$ cat src/design/bebd_pkg.sv
package bebd_pkg;

	localparam int SAMPLE_W   = 16;
	localparam int TIME_W     = 48;
	localparam int LEVEL_W    = 12;
	localparam int LPC_W      = 15;
	localparam int AVC_W      = 15;
	localparam int PCT_W      = 10;
	localparam int GAP_W      = 24;
	localparam int CFG_W      = 24;
	localparam int CFG_IDX_W  = 2;
	localparam int Q_SHIFT    = 15;
	// square of a mono or filtered sample is at most 2^30
	localparam int SQ_W       = 31;
	localparam int AVG_W      = 31;
	localparam int THR_W      = AVG_W + PCT_W;
	localparam int STEP_W     = AVG_W + AVC_W;
	localparam int LP_PROD_W  = SAMPLE_W + 1 + LPC_W + 1;
	localparam int PCT_DIV    = 100;
	localparam int SQRT_IN_W  = 32;
	localparam int ROOT_W     = 16;
	localparam int LEVEL_SHIFT = 4;

	localparam logic [LPC_W-1:0] LPC_RESET = LPC_W'(640);
	localparam logic [AVC_W-1:0] AVC_RESET = AVC_W'(328);
	localparam logic [PCT_W-1:0] PCT_RESET = PCT_W'(140);
	localparam logic [GAP_W-1:0] GAP_RESET = GAP_W'(250000);

	typedef enum logic [CFG_IDX_W-1:0] {
		CFG_LOWPASS_COEFF,
		CFG_AVERAGE_COEFF,
		CFG_BEAT_PERCENT,
		CFG_MIN_GAP_TIME
	} cfg_idx_t;

	typedef struct packed {
		logic [LPC_W-1:0] lowpass_coeff;
		logic [AVC_W-1:0] average_coeff;
		logic [PCT_W-1:0] beat_percent;
		logic [GAP_W-1:0] min_gap_time;
	} cfg_t;

	typedef struct packed {
		logic signed [SAMPLE_W-1:0] left_sample;
		logic signed [SAMPLE_W-1:0] right_sample;
		logic                       frame_end;
		logic [TIME_W-1:0]          now_time;
	} in_item_t;

	typedef struct packed {
		logic [LEVEL_W-1:0] bass_level;
		logic [LEVEL_W-1:0] loudness_level;
		logic               beat_fired;
		logic [TIME_W-1:0]  last_beat_time;
	} out_item_t;

	typedef enum logic {
		DIV_BASS,
		DIV_MONO
	} div_sel_t;

	typedef enum logic {
		SQ_BASS,
		SQ_MONO
	} sq_sel_t;

	typedef struct packed {
		logic     mul;
		logic     lp_upd;
		logic     bsq;
		logic     bacc;
		logic     div_start;
		div_sel_t div_sel;
		logic     avg_mul;
		logic     avg_upd;
		logic     thr_mul;
		logic     sqrt_start;
		sq_sel_t  sqrt_sel;
		logic     decide;
	} cmd_t;

	typedef struct packed {
		logic frame_close;
		logic div_done;
		logic sqrt_done;
		logic res_pend;
	} status_t;

endpackage

$ cat src/design/bebd_ctrl.sv
module bebd_ctrl (
	input  logic              clk,
	input  logic              arst_n,
	input  logic              accept,
	input  bebd_pkg::status_t status,
	output bebd_pkg::cmd_t    cmd,
	output logic              in_ready
);

	typedef enum logic [3:0] {
		S_IDLE,
		S_MUL,
		S_LP,
		S_BSQ,
		S_BACC,
		S_DIVB,
		S_DIVM,
		S_AVGM,
		S_AVGU,
		S_THRM,
		S_SQB,
		S_SQM,
		S_DEC,
		S_OUT
	} state_t;

	state_t         state_q;
	bebd_pkg::cmd_t cmd_q;
	logic           ready_q;

	// commands are registered: each one acts in the cycle of the state it leads into
	always_ff @(posedge clk or negedge arst_n) begin : ctrl_seq
		bebd_pkg::cmd_t cmd_n;
		if (!arst_n) begin
			state_q <= S_IDLE;
			cmd_q   <= '0;
			ready_q <= 1'b1;
		end else begin
			cmd_n = '0;
			unique case (state_q)
				S_IDLE: begin
					if (accept) begin
						state_q   <= S_MUL;
						cmd_n.mul = 1'b1;
						ready_q   <= 1'b0;
					end
				end
				S_MUL: begin
					state_q      <= S_LP;
					cmd_n.lp_upd = 1'b1;
				end
				S_LP: begin
					state_q   <= S_BSQ;
					cmd_n.bsq = 1'b1;
				end
				S_BSQ: begin
					state_q    <= S_BACC;
					cmd_n.bacc = 1'b1;
				end
				S_BACC: begin
					if (status.frame_close) begin
						state_q         <= S_DIVB;
						cmd_n.div_start = 1'b1;
						cmd_n.div_sel   = bebd_pkg::DIV_BASS;
					end else begin
						state_q <= S_IDLE;
						ready_q <= 1'b1;
					end
				end
				S_DIVB: begin
					if (status.div_done) begin
						state_q         <= S_DIVM;
						cmd_n.div_start = 1'b1;
						cmd_n.div_sel   = bebd_pkg::DIV_MONO;
					end
				end
				S_DIVM: begin
					if (status.div_done) begin
						state_q       <= S_AVGM;
						cmd_n.avg_mul = 1'b1;
					end
				end
				S_AVGM: begin
					state_q       <= S_AVGU;
					cmd_n.avg_upd = 1'b1;
				end
				S_AVGU: begin
					state_q       <= S_THRM;
					cmd_n.thr_mul = 1'b1;
				end
				S_THRM: begin
					state_q          <= S_SQB;
					cmd_n.sqrt_start = 1'b1;
					cmd_n.sqrt_sel   = bebd_pkg::SQ_BASS;
				end
				S_SQB: begin
					if (status.sqrt_done) begin
						state_q          <= S_SQM;
						cmd_n.sqrt_start = 1'b1;
						cmd_n.sqrt_sel   = bebd_pkg::SQ_MONO;
					end
				end
				S_SQM: begin
					if (status.sqrt_done) begin
						state_q      <= S_DEC;
						cmd_n.decide = 1'b1;
					end
				end
				S_DEC: begin
					state_q <= S_OUT;
				end
				S_OUT: begin
					// wait until the datapath has moved the result to the output register
					if (!status.res_pend) begin
						state_q <= S_IDLE;
						ready_q <= 1'b1;
					end
				end
				default: begin
					state_q <= S_IDLE;
					ready_q <= 1'b1;
				end
			endcase
			cmd_q <= cmd_n;
		end
	end

	assign cmd      = cmd_q;
	assign in_ready = ready_q;

endmodule

$ cat config.mk
export PLATFORM = sky130hd
export DESIGN_NAME = bebd_ctrl
export DESIGN_NICKNAME = d
export VERILOG_FILES = /design/src/design/bebd_pkg.sv /design/src/design/bebd_ctrl.sv
export SDC_FILE = /design/constraint.sdc
export NUM_CORES = 1
export LEC_CHECK = 0
export BUFFER_PORTS_ARGS = -buffer_cell sky130_fd_sc_hd__buf_2
export CAP_MARGIN = 0
export CORE_MARGIN = 4
export CORE_UTILIZATION = 54
export CTS_CLUSTER_DIAMETER = 80
export DETAILED_ROUTE_END_ITERATION = 10
export GPL_TIMING_DRIVEN = 0
export PLACE_DENSITY_LB_ADDON = 0.2
export RECOVER_POWER = 100
export SLEW_MARGIN = 10
export SYNTH_ARGS = -nofsm -noshare
export SYNTH_HDL_FRONTEND = slang
export SYNTH_SLANG_ARGS = --single-unit
$ cat constraint.sdc
create_clock -name clk -period 2.43 [get_ports clk]
set_input_delay 0.486 -clock clk [delete_from_list [all_inputs] [get_ports clk]]
set_output_delay 0.486 -clock clk [all_outputs]
set_load 0.05 [all_outputs]
# [Yosys cells after proc, flatten, opt, wreduce, memory -nomap -nowiden]
# Index checks and enable logic that the tools add are counted.
[op_classes] mux=28 bitwise_logic=1 n_eq_ne=20 reduce_logical=4
[ops] operator="case mux 4 bit (14 select lines)" n=1
[ops] operator="equality test 4 bit, second input constant" n=6
[ops] operator="2-to-1 mux 4 bit" n=6
[ops] operator="equality test 4 x 3 -> 1 bit, second input constant" n=4
[ops] operator="2-to-1 mux 1 bit" n=14
[ops] operator="!= test 2 bit, second input constant" n=7
[ops] operator="OR reduction 11 bit" n=1
[ops] operator="equality test 4 x 2 -> 1 bit, second input constant" n=2
[ops] operator="case mux 2 bit (2 select lines)" n=2
[ops] operator="2-to-1 mux 2 bit" n=3
[ops] operator="AND reduction 6 bit" n=1
[ops] operator="equality test 4 x 1 -> 1 bit, second input constant" n=1
[ops] operator="logical NOT 4 bit" n=1
[ops] operator="case mux 1 bit (4 select lines)" n=1
[ops] operator="AND reduction 4 bit" n=1
[ops] operator="2-to-1 mux 3 bit" n=1
[ops] operator="NOT 1 bit" n=1
[totals] reg_bits=17 wordCells=67

# [Longest topological paths before layout]
[depth] ltp_word=4 ltp_mapped=6 mapped_depth_nobuf=4

# [Worst setup path after synthesis]
# No wires, ideal clock.
[synth_timing] kind="register to register" start="register state_q[0]" end="register state_q[2]" slack_ns=0.943 arrival_time_ns=1.420 required_time_ns=2.364 stages_incl_launch_ff=6 path_cell_list="dfrtp_1 -> buf_6 -> or4_1 -> a21o_1 -> o311ai_2 -> a22o_1"
[synth_via] elab_chain_len=3 elab_cells_between_ends=22 cone_classes="19 x eq/ne; 1 x mux; 2 x reduce/logical"
[synth_rtl] item="from (decl)" line="bebd_ctrl.sv:27" rtl="state_t state_q;"
[synth_rtl] item="from (signal assigned)" line="bebd_ctrl.sv:35" rtl="state_q <= S_IDLE;"
[synth_rtl] item="from (signal assigned)" line="bebd_ctrl.sv:43" rtl="state_q <= S_MUL;"
[synth_rtl] item="from (signal assigned)" line="bebd_ctrl.sv:49" rtl="state_q <= S_LP;"
[synth_rtl] item="equality test 4 x 3 -> 1 bit (tied with other cells)" line="bebd_ctrl.sv:40" rtl="unique case (state_q)"
[synth_rtl] item="!= test 2 bit (no line)"
[synth_rtl] item="AND reduction 6 bit (no line)"
# Several ways; a longest one is shown, not always the timed one.
# A chain may end at the register's enable or synchronous reset.

# [Final worst setup path]
[layout_timing] start="register ready_q, in the netlist in_ready" end="output port in_ready"
[layout_lines] item="from (decl)" line="bebd_ctrl.sv:29" rtl="logic ready_q;"
[layout_lines] item="from (signal assigned)" line="bebd_ctrl.sv:37" rtl="ready_q <= 1'b1;"
[layout_lines] item="from (signal assigned)" line="bebd_ctrl.sv:45" rtl="ready_q <= 1'b0;"
[layout_lines] item="from (signal assigned)" line="bebd_ctrl.sv:67" rtl="ready_q <= 1'b1;"
[layout_lines] item="to (decl)" line="bebd_ctrl.sv:7" rtl="output logic in_ready"
# No word-level cell between the ends.

==> impl_metrics.ini <==
[critical_path]
crit_slowest_cell = dfstp_2
crit_family = flip-flops
worstPathCellList = clkbuf_1
worstPathRequired_ns = 1.94
start_kind = flip-flop
criticalPathCategory = reg -> out
arrival_ns = 1.28
cp_max_fo = 2
crit_path_end_kind = primary output
critPathBufInv = 1
slowest_delay_ns = 0.54

[floorplanning]
io_pins = 20
initial_utilization_pct = 59.2
dieArea_um2 = 2140
fp.dieW_um = 46.2
core_um2 = 1330
rows = 13
die_h_um = 46.2

[global_route]
grt_max_degree = 18
antenna_found_initial = 0
grt_pass1_wl_um = 2440
gr-usage-all-layers_pct = 16.3
grt-ovfl-total = 0
grt_pass1_vias = 544

[cells_and_area]
areaGrowthSynthToFinish_pct = 13.5
layout-drive-gt1-share_pct = 8.74
n_antenna_cell = 0
design_area_um2 = 896
regArea_um2 = 427
multi_input_area_um2 = 317
fill_cells = 125
finalCoreUtilization_pct = 67.2
final_nets = 111

[clock_tree]
postCtsHoldBufs = 0
htree_levels = 1
clockBufferDepth = 2
clk_pin_slew_ns = 0.09
cts_made_buffers = 3
cts_tree = yes
numClockSinks = 17
insertion_delay_ns = 0.28
cts_post_setup_buffers_inserted = 0
cts_resized = 0
cts_root_buf = clkbuf_4

[synth]
ys_seq_elements = 17
yosys-top-cells-area = dfrtp_1 51%, nor3_1 5.7%, nand2b_1 4.8%
syn_nets = 87
syn_area_per_cell_um2 = 9.87
synthTopCellsByCount = 16 x dfrtp_1, 9 x nor2_1, 9 x nor3_1
synth-main-ff-cell = dfrtp_1
ys_seq_area_share_pct = 54.0
synth_edf_count = 0
ys.warnings.count = 0
synthCells = 80
ys_async_sr_fraction_pct = 100
netlist-cell-type-count = 24
synth_top_cell_area_share_pct = 50.7
syn_area_um2 = 790
yosysMostFrequentCell = dfrtp_1
synth_top_area_cell = dfrtp_1

[power]
leakage_nw = 0.398
ir_drop_mv = 0.613
power-per-cell-area_nw_per_um2 = 1370

[detailed_routing]
drt_drc_violations_left = 0
drt_iter0_drc = 31
detail-route-antenna-nets = 0
dr.pass1.iters = 4
wl_um = 1540
wire_per_inst_um = 13.0
vias = 705
post_drt_via_cell_ratio = 5.97

[sta]
grt_setup_unrepaired = false
max_slew.worst_pin.slew_ns = 0.832
fin_crit_sh_pct = 72.8
hold_violations = 0
final.setup.tns_ns = 0
setup_violations = 0
clock_skew_ns = 0.00437
slew_violations = 0
fmax_ghz = 0.565
period_needed_ns = 1.77
max-slew-margin-rel_pct = 44.5

[placement]
port_buffers = 19
place_area_um2 = 903
dp_hpwl_um = 1080
place.gp.congestion = 0.885

[min_path]
hold_path.class = in -> async

[job]
cap_violations = 0

[run_status]
status = completed
## per-layer routing
metal | GRT usage (%) | share of wire [%]
met4 | 8.52 | 2.0
met2 | 23.1 | 41
met1 | 22.3 | 47
met5 | 0 | 0
met3 | 4.69 | 9.7
## state kept, by name, summed over array words and instances, names as in the netlist
register and cells:
in_ready 1, state_q 4, cmd 12
## report_power, final
part	leakage, nW	switching (W)	internal, W	total, W
combinational	0.159	0.000495	0.000184	0.000679
clock	0.0150	0.0000810	0.0000638	0.000145
sequential	0.224	0.0000303	0.000370	0.000401
## layout by cell type (no fill, tap or decap), drive strengths merged
cell and instances:
a211o 2, dfstp 1, nand3 2, buf 5, nand2b 6, nor3b 1, mux2i 1, a21oi 4
nand4 1, a311oi 1, o311ai 1, clkbuf 25, nand3b 4, a22o 1, nor3 9, nand2 4
nor2 9, a21o 3, o21ai 3, dfrtp 16, o22ai 2, inv 1, or4 1
## final cells by class
cell class,instances,area share [%]
timing repair buffer,19,8.66
sequential,17,47.6
multi-input combinational,55,35.3
clock buffer,4,2.93
inverter,1,0.419
buffer,7,2.93
tap,15,2.09
## cell families (layout without fill, tap and decap cells)
family / Yosys count / count (layout) / synth area share [%]
compound gates: 17 / 17 / 15.4
flops: 17 / 17 / 54.0
simple gates: 37 / 37 / 24.4
buf+inv: 8 / 31 / 4.91
mux: 1 / 1 / 1.27
## through the flow
stage	total power, W	setup slack [ns]	hold WS, ns	cells
global placement	0.00111	0.861	0.414	114
floorplan	0.000974	0.943	0.190	80
global route	0.00130	0.632	0.336	118
CTS	0.00126	0.826	0.106	118
finish	0.00122	0.661	0.268	118
detailed placement	0.00112	0.844	0.418	114
## final timing paths
| check | startpoint | to | slack (ns) | cells past startpoint |
|---|---|---|---|---|
| worst min register to register | in_ready | in_ready | 0.52 | 2 |
| worst min-delay path | arst_n | cmd[9] | 0.27 | 1 |
| worst max register to register | state_q[0] | state_q[2] | 0.70 | 5 |
| min in group clk | accept | cmd[11] | 0.42 | 3 |
| max in group asynchronous | arst_n | cmd[5] | 1.65 | 1 |
| worst max-delay path | in_ready | in_ready | 0.66 | 1 |
Note: power is estimated with default switching activity, not from simulation.
